--- config.mk ---
export PLATFORM = sky130hd
export DESIGN_NAME = stereo_utility_stage_unit
export DESIGN_NICKNAME = d
export VERILOG_FILES = /design/src/rtl/stu_pkg.sv /design/src/rtl/stereo_utility_stage_unit.sv
export SDC_FILE = /design/constraint.sdc
export NUM_CORES = 2
export LEC_CHECK = 0
export ABC_AREA = 1
export BUFFER_PORTS_ARGS = -buffer_cell sky130_fd_sc_hd__clkbuf_2
export CELL_PAD_IN_SITES_DETAIL_PLACEMENT = 1
export CELL_PAD_IN_SITES_GLOBAL_PLACEMENT = 1
export CORE_UTILIZATION = 40
export CTS_BUF_LIST = sky130_fd_sc_hd__clkbuf_4 sky130_fd_sc_hd__clkbuf_8
export CTS_CLUSTER_SIZE = 24
export DETAILED_ROUTE_END_ITERATION = 12
export PLACE_DENSITY = 0.77
export SYNTH_ARGS = -nofsm -noshare
export SYNTH_HDL_FRONTEND = slang
export SYNTH_SLANG_ARGS = --single-unit
--- constraint.sdc ---
create_clock -name clk -period 8.3 [get_ports clk]
set_input_delay 0.83 -clock clk [delete_from_list [all_inputs] [get_ports clk]]
set_output_delay 0.83 -clock clk [all_outputs]
set_load 0.05 [all_outputs]
--- src/rtl/stu_pkg.sv ---
package stu_pkg;

    // configuration port
    localparam int CFG_IDX_W  = 3;
    localparam int CFG_DATA_W = 18;

    localparam logic [CFG_IDX_W-1:0] CFG_GAIN     = 3'd0;
    localparam logic [CFG_IDX_W-1:0] CFG_PAN      = 3'd1;
    localparam logic [CFG_IDX_W-1:0] CFG_WIDTH    = 3'd2;
    localparam logic [CFG_IDX_W-1:0] CFG_ALPHA    = 3'd3;
    localparam logic [CFG_IDX_W-1:0] CFG_MODE     = 3'd4;
    localparam logic [CFG_IDX_W-1:0] CFG_POLARITY = 3'd5;

    // register widths
    localparam int GAIN_W  = 18;
    localparam int PAN_W   = 18;
    localparam int WIDTH_W = 18;
    localparam int ALPHA_W = 16;
    localparam int MODE_W  = 2;
    localparam int POL_W   = 2;

    // stereo modes, code three behaves as stereo
    localparam logic [MODE_W-1:0] MODE_STEREO   = 2'd0;
    localparam logic [MODE_W-1:0] MODE_MONO     = 2'd1;
    localparam logic [MODE_W-1:0] MODE_LOW_MONO = 2'd2;

    // polarity bits
    localparam int POL_LEFT  = 0;
    localparam int POL_RIGHT = 1;

    // reset values
    localparam logic [GAIN_W-1:0]  GAIN_RST  = 18'd65536;
    localparam logic [PAN_W-1:0]   PAN_RST   = 18'd0;
    localparam logic [WIDTH_W-1:0] WIDTH_RST = 18'd65536;
    localparam logic [ALPHA_W-1:0] ALPHA_RST = 16'd1021;
    localparam logic [MODE_W-1:0]  MODE_RST  = MODE_STEREO;
    localparam logic [POL_W-1:0]   POL_RST   = 2'd0;

endpackage

--- src/rtl/stereo_utility_stage_unit.sv ---
// stereo utility stage: polarity, gain, mid/side width, mono or bass mono, pan
// a new pair is taken only in idle; in_stall stays high while a pair is in flight and
// until its result is loaded into the output register; one shared multiplier with a
// product register serves every coefficient product, each in a multiply and a write state
// reset: async active low, registers to defaults, bass filter states to zero
module stereo_utility_stage_unit #(
    parameter int SAMPLE_BITS    = 25,
    parameter int COEF_FRAC_BITS = 16
) (
    input  logic                              clk,
    input  logic                              rst_n,

    input  logic                              in_valid,
    output logic                              in_stall,
    input  logic signed [SAMPLE_BITS-1:0]     left_in,
    input  logic signed [SAMPLE_BITS-1:0]     right_in,
    input  logic                              right_present,

    output logic                              out_valid,
    input  logic                              out_stall,
    output logic signed [SAMPLE_BITS-1:0]     left_out,
    output logic signed [SAMPLE_BITS-1:0]     right_out,
    output logic                              right_valid,

    input  logic                              cfg_valid,
    output logic                              cfg_ready,
    input  logic [stu_pkg::CFG_IDX_W-1:0]     cfg_index,
    input  logic [stu_pkg::CFG_DATA_W-1:0]    cfg_data
);

    // datapath width: headroom for gain up to 64x at the smallest fraction width
    localparam int W  = SAMPLE_BITS + 10;
    localparam int CW = (COEF_FRAC_BITS + 2 > 19) ? COEF_FRAC_BITS + 2 : 19;
    localparam int PW = W + CW;

    localparam logic signed [CW-1:0] COEF_ONE =
        {{(CW-COEF_FRAC_BITS-1){1'b0}}, 1'b1, {COEF_FRAC_BITS{1'b0}}};
    localparam logic signed [CW-1:0] COEF_TWO = COEF_ONE <<< 1;
    localparam logic signed [PW-1:0] RND_HALF =
        {{(PW-COEF_FRAC_BITS){1'b0}}, 1'b1, {(COEF_FRAC_BITS-1){1'b0}}};
    localparam logic signed [W-1:0] SAT_HI = {{(W-SAMPLE_BITS+1){1'b0}}, {(SAMPLE_BITS-1){1'b1}}};
    localparam logic signed [W-1:0] SAT_LO = {{(W-SAMPLE_BITS+1){1'b1}}, {(SAMPLE_BITS-1){1'b0}}};

    // sequencer states
    localparam logic [4:0] ST_IDLE  = 5'd0;
    localparam logic [4:0] ST_GL_M  = 5'd1;
    localparam logic [4:0] ST_GL_W  = 5'd2;
    localparam logic [4:0] ST_GR_M  = 5'd3;
    localparam logic [4:0] ST_GR_W  = 5'd4;
    localparam logic [4:0] ST_MS    = 5'd5;
    localparam logic [4:0] ST_SW_M  = 5'd6;
    localparam logic [4:0] ST_SW_W  = 5'd7;
    localparam logic [4:0] ST_F1L_M = 5'd8;
    localparam logic [4:0] ST_F1L_W = 5'd9;
    localparam logic [4:0] ST_F2L_M = 5'd10;
    localparam logic [4:0] ST_F2L_W = 5'd11;
    localparam logic [4:0] ST_F1R_M = 5'd12;
    localparam logic [4:0] ST_F1R_W = 5'd13;
    localparam logic [4:0] ST_F2R_M = 5'd14;
    localparam logic [4:0] ST_F2R_W = 5'd15;
    localparam logic [4:0] ST_LOW   = 5'd16;
    localparam logic [4:0] ST_PL_M  = 5'd17;
    localparam logic [4:0] ST_PL_W  = 5'd18;
    localparam logic [4:0] ST_PR_M  = 5'd19;
    localparam logic [4:0] ST_PR_W  = 5'd20;
    localparam logic [4:0] ST_DONE  = 5'd21;

    logic [4:0] state_reg, state_next;

    logic [stu_pkg::GAIN_W-1:0]  gain_reg;
    logic [stu_pkg::PAN_W-1:0]   pan_reg;
    logic [stu_pkg::WIDTH_W-1:0] width_reg;
    logic [stu_pkg::ALPHA_W-1:0] alpha_reg;
    logic [stu_pkg::MODE_W-1:0]  mode_reg;
    logic [stu_pkg::POL_W-1:0]   pol_reg;

    logic signed [W-1:0] s1l_reg, s2l_reg, s1r_reg, s2r_reg;
    logic signed [W-1:0] l_reg, r_reg, mid_reg, side_reg;
    logic                present_reg;
    logic signed [PW-1:0] prod_reg;

    logic                           out_valid_reg;
    logic signed [SAMPLE_BITS-1:0]  left_out_reg, right_out_reg;
    logic                           right_valid_reg;

    logic signed [CW-1:0] gain_c, alpha_c, width_ext, width_c;
    logic signed [CW-1:0] pan_ext, pan_c, pgl_c, pgr_c;
    logic signed [W-1:0]  l_ext, r_ext;
    logic signed [W-1:0]  diff_a, diff_b, fdiff;
    logic signed [W-1:0]  mul_a;
    logic signed [CW-1:0] mul_c;
    logic signed [PW-1:0] rnd_sum;
    logic signed [W-1:0]  rnd;
    logic signed [W:0]    ms_sum, ms_diff, lm_sum;
    logic signed [W-1:0]  low_mid;
    logic                 in_accept, out_load;
    logic signed [SAMPLE_BITS-1:0] l_sat, r_sat;

    assign cfg_ready = 1'b1;
    assign in_stall  = (state_reg != ST_IDLE);
    assign in_accept = in_valid && !in_stall;
    assign out_load  = (state_reg == ST_DONE) && (!out_valid_reg || !out_stall);

    assign out_valid   = out_valid_reg;
    assign left_out    = left_out_reg;
    assign right_out   = right_out_reg;
    assign right_valid = right_valid_reg;

    // coefficient conditioning
    assign gain_c    = {{(CW-stu_pkg::GAIN_W){1'b0}}, gain_reg};
    assign alpha_c   = {{(CW-stu_pkg::ALPHA_W){1'b0}}, alpha_reg};
    assign width_ext = {{(CW-stu_pkg::WIDTH_W){1'b0}}, width_reg};
    assign width_c   = (width_ext > COEF_TWO) ? COEF_TWO : width_ext;
    assign pan_ext   = {{(CW-stu_pkg::PAN_W){pan_reg[stu_pkg::PAN_W-1]}}, pan_reg};

    always_comb
    begin
        if (pan_ext > COEF_ONE)
        begin
            pan_c = COEF_ONE;
        end
        else if (pan_ext < -COEF_ONE)
        begin
            pan_c = -COEF_ONE;
        end
        else
        begin
            pan_c = pan_ext;
        end
    end

    assign pgl_c = (pan_c[CW-1] || pan_c == '0) ? COEF_ONE : COEF_ONE - pan_c;
    assign pgr_c = pan_c[CW-1] ? COEF_ONE + pan_c : COEF_ONE;

    // input capture, right path takes left when no right channel exists
    assign l_ext = {{(W-SAMPLE_BITS){left_in[SAMPLE_BITS-1]}}, left_in};
    assign r_ext = right_present ? {{(W-SAMPLE_BITS){right_in[SAMPLE_BITS-1]}}, right_in}
                                 : l_ext;

    // shared multiplier operand select
    always_comb
    begin
        diff_a = l_reg;
        diff_b = s1l_reg;
        mul_a  = l_reg;
        mul_c  = gain_c;
        case (state_reg)
            ST_GR_M:
            begin
                mul_a = r_reg;
            end
            ST_SW_M:
            begin
                mul_a = side_reg;
                mul_c = width_c;
            end
            ST_F1L_M:
            begin
                mul_a = fdiff;
                mul_c = alpha_c;
            end
            ST_F2L_M:
            begin
                diff_a = s1l_reg;
                diff_b = s2l_reg;
                mul_a  = fdiff;
                mul_c  = alpha_c;
            end
            ST_F1R_M:
            begin
                diff_a = r_reg;
                diff_b = s1r_reg;
                mul_a  = fdiff;
                mul_c  = alpha_c;
            end
            ST_F2R_M:
            begin
                diff_a = s1r_reg;
                diff_b = s2r_reg;
                mul_a  = fdiff;
                mul_c  = alpha_c;
            end
            ST_PL_M:
            begin
                mul_c = pgl_c;
            end
            ST_PR_M:
            begin
                mul_a = r_reg;
                mul_c = pgr_c;
            end
            default:
            begin
                mul_a = l_reg;
            end
        endcase
    end

    assign fdiff = diff_a - diff_b;

    // round half up after the product register
    assign rnd_sum = prod_reg + RND_HALF;
    assign rnd     = rnd_sum[COEF_FRAC_BITS +: W];

    assign ms_sum  = {l_reg[W-1], l_reg} + {r_reg[W-1], r_reg} + {{W{1'b0}}, 1'b1};
    assign ms_diff = {l_reg[W-1], l_reg} - {r_reg[W-1], r_reg} + {{W{1'b0}}, 1'b1};
    assign lm_sum  = {s2l_reg[W-1], s2l_reg} + {s2r_reg[W-1], s2r_reg} + {{W{1'b0}}, 1'b1};
    assign low_mid = lm_sum[W:1];

    assign l_sat = (l_reg > SAT_HI) ? SAT_HI[SAMPLE_BITS-1:0] :
                   (l_reg < SAT_LO) ? SAT_LO[SAMPLE_BITS-1:0] : l_reg[SAMPLE_BITS-1:0];
    assign r_sat = (r_reg > SAT_HI) ? SAT_HI[SAMPLE_BITS-1:0] :
                   (r_reg < SAT_LO) ? SAT_LO[SAMPLE_BITS-1:0] : r_reg[SAMPLE_BITS-1:0];

    // sequencer
    always_comb
    begin
        state_next = state_reg;
        unique case (state_reg)
            ST_IDLE:  if (in_accept) state_next = ST_GL_M;
            ST_GL_M:  state_next = ST_GL_W;
            ST_GL_W:  state_next = ST_GR_M;
            ST_GR_M:  state_next = ST_GR_W;
            ST_GR_W:  state_next = ST_MS;
            ST_MS:    state_next = ST_SW_M;
            ST_SW_M:  state_next = ST_SW_W;
            ST_SW_W:  state_next = (mode_reg == stu_pkg::MODE_LOW_MONO) ? ST_F1L_M : ST_PL_M;
            ST_F1L_M: state_next = ST_F1L_W;
            ST_F1L_W: state_next = ST_F2L_M;
            ST_F2L_M: state_next = ST_F2L_W;
            ST_F2L_W: state_next = ST_F1R_M;
            ST_F1R_M: state_next = ST_F1R_W;
            ST_F1R_W: state_next = ST_F2R_M;
            ST_F2R_M: state_next = ST_F2R_W;
            ST_F2R_W: state_next = ST_LOW;
            ST_LOW:   state_next = ST_PL_M;
            ST_PL_M:  state_next = ST_PL_W;
            ST_PL_W:  state_next = ST_PR_M;
            ST_PR_M:  state_next = ST_PR_W;
            ST_PR_W:  state_next = ST_DONE;
            ST_DONE:  if (out_load) state_next = ST_IDLE;
            default:  state_next = ST_IDLE;
        endcase
    end

    always_ff @(posedge clk or negedge rst_n)
    begin
        if (!rst_n)
        begin
            state_reg <= ST_IDLE;
        end
        else
        begin
            state_reg <= state_next;
        end
    end

    // configuration registers
    always_ff @(posedge clk or negedge rst_n)
    begin
        if (!rst_n)
        begin
            gain_reg  <= stu_pkg::GAIN_RST;
            pan_reg   <= stu_pkg::PAN_RST;
            width_reg <= stu_pkg::WIDTH_RST;
            alpha_reg <= stu_pkg::ALPHA_RST;
            mode_reg  <= stu_pkg::MODE_RST;
            pol_reg   <= stu_pkg::POL_RST;
        end
        else if (cfg_valid && cfg_ready)
        begin
            unique case (cfg_index)
                stu_pkg::CFG_GAIN:     gain_reg  <= cfg_data[stu_pkg::GAIN_W-1:0];
                stu_pkg::CFG_PAN:      pan_reg   <= cfg_data[stu_pkg::PAN_W-1:0];
                stu_pkg::CFG_WIDTH:    width_reg <= cfg_data[stu_pkg::WIDTH_W-1:0];
                stu_pkg::CFG_ALPHA:    alpha_reg <= cfg_data[stu_pkg::ALPHA_W-1:0];
                stu_pkg::CFG_MODE:     mode_reg  <= cfg_data[stu_pkg::MODE_W-1:0];
                stu_pkg::CFG_POLARITY: pol_reg   <= cfg_data[stu_pkg::POL_W-1:0];
                default:
                begin
                end
            endcase
        end
    end

    // bass filter states
    always_ff @(posedge clk or negedge rst_n)
    begin
        if (!rst_n)
        begin
            s1l_reg <= '0;
            s2l_reg <= '0;
            s1r_reg <= '0;
            s2r_reg <= '0;
        end
        else
        begin
            case (state_reg)
                ST_F1L_W: s1l_reg <= s1l_reg + rnd;
                ST_F2L_W: s2l_reg <= s2l_reg + rnd;
                ST_F1R_W: s1r_reg <= s1r_reg + rnd;
                ST_F2R_W: s2r_reg <= s2r_reg + rnd;
                default:
                begin
                end
            endcase
        end
    end

    // working registers
    always_ff @(posedge clk)
    begin
        prod_reg <= mul_a * mul_c;
        if (in_accept)
        begin
            l_reg       <= pol_reg[stu_pkg::POL_LEFT]  ? -l_ext : l_ext;
            r_reg       <= pol_reg[stu_pkg::POL_RIGHT] ? -r_ext : r_ext;
            present_reg <= right_present;
        end
        else
        begin
            case (state_reg)
                ST_GL_W: l_reg <= rnd;
                ST_GR_W: r_reg <= rnd;
                ST_MS:
                begin
                    mid_reg  <= ms_sum[W:1];
                    side_reg <= ms_diff[W:1];
                end
                ST_SW_W:
                begin
                    if (mode_reg == stu_pkg::MODE_MONO)
                    begin
                        l_reg <= mid_reg;
                        r_reg <= mid_reg;
                    end
                    else
                    begin
                        l_reg <= mid_reg + rnd;
                        r_reg <= mid_reg - rnd;
                    end
                end
                ST_LOW:
                begin
                    l_reg <= low_mid + l_reg - s2l_reg;
                    r_reg <= low_mid + r_reg - s2r_reg;
                end
                ST_PL_W: l_reg <= rnd;
                ST_PR_W: r_reg <= rnd;
                default:
                begin
                end
            endcase
        end
    end

    // output register
    always_ff @(posedge clk or negedge rst_n)
    begin
        if (!rst_n)
        begin
            out_valid_reg <= 1'b0;
        end
        else if (out_load)
        begin
            out_valid_reg <= 1'b1;
        end
        else if (!out_stall)
        begin
            out_valid_reg <= 1'b0;
        end
    end

    always_ff @(posedge clk)
    begin
        if (out_load)
        begin
            left_out_reg    <= l_sat;
            right_out_reg   <= present_reg ? r_sat : '0;
            right_valid_reg <= present_reg;
        end
    end

endmodule

# Yosys cells after proc, flatten, opt, wreduce, memory -nomap -nowiden
# Cells that the tools add are included.
totals:
  register_bits: 463
  latch_bits: 0
  mem_bits_rw: 0
  romBits: 0
  inputBits: 77
  out_inout_bits: 54
  memories: 0
op_classes:
  addsub: 22
  mul: 1
  n_div: 0
  n_lt_le_gt_ge: 7
  n_eq_ne: 31
  shift: 0
  n_mux: 27
  n_bitwise: 2
  n_reduce_logical: 26
ops:
  columns: ["cell", "n"]
  rows:
  - ["case mux 35 bit (3 select lines)", 5]
  - ["adder 35 bit", 7]
  - ["2-to-1 mux 35 bit", 7]
  - ["subtractor 35 bit", 4]
  - ["case mux 5 bit (22 select lines)", 1]
  - ["adder 36 x 1 -> 36 bit (second input constant)", 3]
  - ["2-to-1 mux 19 bit", 4]
  - ["case mux 19 bit (4 select lines)", 1]
  - ["adder 35 x 35 -> 36 bit", 2]
  - ["greater-than comparator 35 x 25 -> 1 bit (second input constant)", 2]
  - ["less-than comparator 35 x 25 -> 1 bit (second input constant)", 2]
  - ["adder 51 x 17 -> 51 bit (second input constant)", 1]
  - ["multiplier 35 x 19 -> 51 bit", 1]
  - ["2-to-1 mux 25 bit", 2]
  - ["== test 5 x 4 -> 1 bit (second input constant)", 8]
  - ["greater-than comparator 18 bit (second input constant)", 2]
  - ["subtractor 35 x 35 -> 36 bit", 1]
  - ["negation 25 -> 35 bit", 1]
  - ["negation 35 bit", 1]
  - ["== test 5 bit (second input constant)", 6]
  - ["2-to-1 mux 24 bit", 1]
  - ["== test 5 x 3 -> 1 bit (second input constant)", 4]
  - ["adder 18 x 19 -> 19 bit (first input constant)", 1]
  - ["logical NOT 19 bit", 1]
  - ["other kinds (25)", 48]

# Depth between registers and ports, before layout
depth:
  word_depth: 8
  depth_mapped: 57
  depth_no_buf: 55

# Least setup slack after synthesis
# No wires, ideal clock.
synth_timing:
  path_type: "register to register"
  startpoint: "register state_reg[0]"
  endpoint: "register prod_reg[43]"
  setup_time_ns: 0.121
  t_arrival_ns: 9.010
  required_time_ns: 8.179
  setup_slack_ns: -0.831
  path_stages_with_launch: 47
  period_less_slack_ns: 9.131
  path_cell_list: "dfrtp_1 -> inv_2 -> nand2_2 -> nor2_4 -> inv_1 -> nor2_1 -> clkbuf_1 -> clkbuf_1 -> nand2_1 -> o2111ai_1 -> o21ai_0 -> ha_1 -> fa_1 -> nor2_1 -> nor2_1 -> o21ai_0 -> a31o_2 -> nand2_1 -> (+11 left out) -> inv_1 -> fa_1 -> fa_1 -> fa_1 -> inv_1 -> fa_1 -> inv_1 -> ha_1 -> a21oi_1 -> inv_1 -> a31oi_1 -> o21ai_0 -> a21oi_1 -> o221a_2 -> nand2_1 -> nand2_1 -> nand2_1 -> xor2_1"
synth_via:
  elab_chain_cells: 5
  elab_cells_between_ends: 16
  cone_classes: "1 x add/sub; 1 x mul; 8 x eq/ne; 4 x mux; 2 x reduce/logical"
synth_rtl:
  columns: ["item", "line", "source"]
  rows:
  - ["start, declared", "stereo_utility_stage_unit.sv:68", "logic [4:0] state_reg, state_next;"]
  - ["start signal, assigned", "stereo_utility_stage_unit.sv:254", "state_reg <= state_next;"]
  - ["== test 5 x 4 -> 1 bit", "stereo_utility_stage_unit.sv:147", "case (state_reg)"]
  - ["case mux 35 bit (3 select lines)", "stereo_utility_stage_unit.sv:147", null]
  - ["subtractor 35 bit", "stereo_utility_stage_unit.sv:199", "assign fdiff = diff_a - diff_b;"]
  - ["case mux 35 bit (3 select lines)", "stereo_utility_stage_unit.sv:147", null]
  - ["multiplier 35 x 19 -> 51 bit *", "stereo_utility_stage_unit.sv:313", "prod_reg <= mul_a * mul_c;"]
  - ["end signal, assigned", "stereo_utility_stage_unit.sv:313", null]
  - ["end, declared", "stereo_utility_stage_unit.sv:80", "logic signed [PW-1:0] prod_reg;"]
# Every way passes the cells marked *; elsewhere a longest branch is shown, timed or not.
# A chain may end at the register's enable or synchronous reset.

# Final worst setup path
layout_timing:
  startpoint: "register state_reg[0]"
  endpoint: "register prod_reg[44]"
# The elaborated chain is that of the path after synthesis.

==> out/qor.yml <==
synth_most_common_cell: "nand2_1"
cts-root-buf: "clkbuf_8"
ys_types: 76
critPathLaunchType: "flop"
cts.sinks: 448
cts_max_level: 3
slew_headroom_pct: -3.95
dieArea_um2: 178000
final_layout_size_suffix_gt1_share_pct: 23.6
die_x_um: 421
synth_commonest_cells: "2006 x nand2_1, 1674 x inv_1, 967 x nor2_1"
cp-end-kind: "flop"
fin_cells: 13542
yosys-top-cells-area: "fa_1 20%, nand2_1 11%, ha_1 10%, inv_1 8.9%, edfxtp_1 8.2%"
area_growth_pct: 30.0
tightest_slew_ns: 1.55
yosysTopAreaCell: "fa_1"
grt_pass1_vias: 84145
globalplace.congestion: 1.10
cp_slowest_stage_delay_ns: 1.06
dr.pass1.iters: 8
setup_violations: 36
start_util_pct: 40.4
first_iter_violations: 10101
period_needed_ns: 10.66
drc: 0
grt_max_degree: 118
cpMostUsedCell: "fa_1"
synth-edff-count: 192
slew_viol_final: 5
crit_path_max_fanout: 6
fin_worst_skew_ns: 0.0933
grt_pass1_wl_mm: 605
hold_path.class: "in2async"
fill_cells: 21644
outcome: "finished with violations"
fmax_ghz: 0.0938
grt-ovfl-total: 0
hpwl_mm: 353
largest_reg_flops: 36
drt-total-wl_mm: 450
critPathSlowestCell: "fa_1"
core_area_um2: 174000
failed_checks: "capacitance limit, slew limit, setup timing"
ys_ff_latch: 448
clock_latency_ns: 0.91
hold_viol_final: 0
post_drt_wl_per_cell_um: 33.3
io_pins: 131
critical_path_required_ns: 9.10
avgSynthCellArea_um2: 7.21
cts_tree: "done"
critPathKind: "reg2reg"
async_flop_share_pct: 49.1
die_y_um: 421
via_count: 83168
netlist_area_um2: 70400
fin_crit_sh_pct: 128
synth_flop_cell: "dfrtp_1"
port_buffers: 129
drv_cap: 2
yosysWarningCount: 0
ctsHoldBuffers: 0
rows: 153
netlist.area_leader.share_pct: 19.8
cts_buffer_depth: 3
ant_nets: 0
finalWorstSetupSlack_ns: -2.36
cts-buffers-inserted: 90
cts.clk_slew.worst_paths_ns: 0.07
ys_seq_area_share_pct: 17.1
grtUsageTotal_pct: 47.5
antenna_found_initial: 40
fin_nets: 12468
rsz0062_at_grt: "true"
syn_nets: 11116
syn_inst: 9762
viasPerCell: 6.14
final_core_util_pct: 52.5
critPathArrivalTime_ns: 11.46
placedCellCount: 13161
routing by layer:
layer / track usage [%] / share of wire (%)
met4: 29.6 / 8.1
met3: 13.5 / 12
met5: 0 / 0.11
met1: 62.5 / 39
met2: 68.5 / 41
repair_timing:
item	CTS	global route
setup buffers	122	64
gates cloned	10	3
pin swaps	225	211
setup endpoints to repair	36	36
resized for setup	713	367
cell families (layout without fill, tap and decap cells):
| kind of cell | Yosys count | in the layout | synth area share (%) |
|---|---|---|---|
| AND/OR/NAND/NOR | 3707 | 3707 | 21.8 |
| AO/OA/AOI/OAI | 2049 | 2049 | 16.5 |
| buffers and inverters | 1981 | 3406 | 10.8 |
| adder cells (fa/ha/maj) | 1277 | 1277 | 30.1 |
| flip-flops | 448 | 448 | 17.1 |
| XOR/XNOR | 294 | 294 | 3.66 |
| multiplexers | 5 | 5 | 0.0711 |
| other | 1 | 31 | 0.00533 |
area by class of cell:
type / count / area [um2] / share of cell area [%]
Multi-Input combinational cell: 7333 / 55000 / 60.1
Timing Repair Buffer: 1526 / 12900 / 14.1
Sequential cell: 448 / 12000 / 13.1
Inverter: 1715 / 6530 / 7.14
Tap cell: 2325 / 2910 / 3.18
Clock buffer: 128 / 1610 / 1.75
Clock inverter: 37 / 488 / 0.533
Antenna cell: 30 / 75.1 / 0.0820
cells in the final DEF, fill, tap and decap left out, drive strengths merged, types with 15 or more instances in the layout:
master | Yosys | layout
xor2 | 192 | 192
dfrtp | 209 | 209
fa | 695 | 695
o22ai | 39 | 39
buf | 103 | 1389
clkbuf | 163 | 259
edfxtp | 192 | 192
diode | 0 | 30
a22oi | 18 | 18
nand4 | 75 | 75
a221oi | 84 | 84
o21a | 35 | 35
ha | 582 | 582
nor2 | 981 | 981
a21oi | 711 | 711
a31oi | 70 | 70
nor3 | 95 | 95
a21boi | 16 | 16
dfxtp | 36 | 36
a21o | 35 | 35
o21ai | 857 | 857
clkinv | 12 | 30
o21bai | 39 | 39
nor4 | 38 | 38
o2111ai | 37 | 37
inv | 1703 | 1705
o211ai | 38 | 38
nand3 | 359 | 359
nand2 | 2025 | 2025
o221ai | 15 | 15
a211oi | 17 | 17
or2 | 108 | 108
xnor2 | 102 | 102
path summary, 6_finish.rpt:
kind                                           from                   endpoint  slack (ns)  depth (start not counted)
setup / recovery           state_reg[0]$_DFFE_PN0P_       prod_reg[44]$_DFF_P_       -2.36                         51
hold / removal                                rst_n    s2l_reg[25]$_DFFE_PN0N_        0.04                          1
setup reg to reg           state_reg[0]$_DFFE_PN0P_       prod_reg[44]$_DFF_P_       -2.36                         51
hold reg to reg            alpha_reg[0]$_DFFE_PN1P_   alpha_reg[0]$_DFFE_PN1P_        0.50                          2
max in group asynchronous                     rst_n  alpha_reg[10]$_DFFE_PN0P_        6.76                          2
min in group clk                        cfg_data[7]   alpha_reg[7]$_DFFE_PN1P_        0.27                          3
worst max-delay path, delay by kind of cell (launching register included):
family	cells	cell delay, ns
flops	1	0.43
simple gates	16	1.84
xor+xnor	1	0.13
buf+inv	17	2.02
fa+ha+maj	9	5.09
compound gates	8	1.01
through the flow:
step	hold WS (ns)	TNS (ns)	setup slack [ns]	instance area (um2)
4_1_cts	0.0334	-23.06	-0.835	89300
3_3_place_gp	0.460	-43.13	-1.69	83000
5_1_grt	0.0973	-77.14	-2.38	91400
6_report	0.0352	-77.56	-2.36	91500
2_1_floorplan	0.443	-0.00550	-0.00550	70600
3_5_place_dp	0.472	-50.85	-1.83	83000
Power is not shown: default switching activity piles up to over one toggle a cycle in this logic, so the estimate is an artifact.
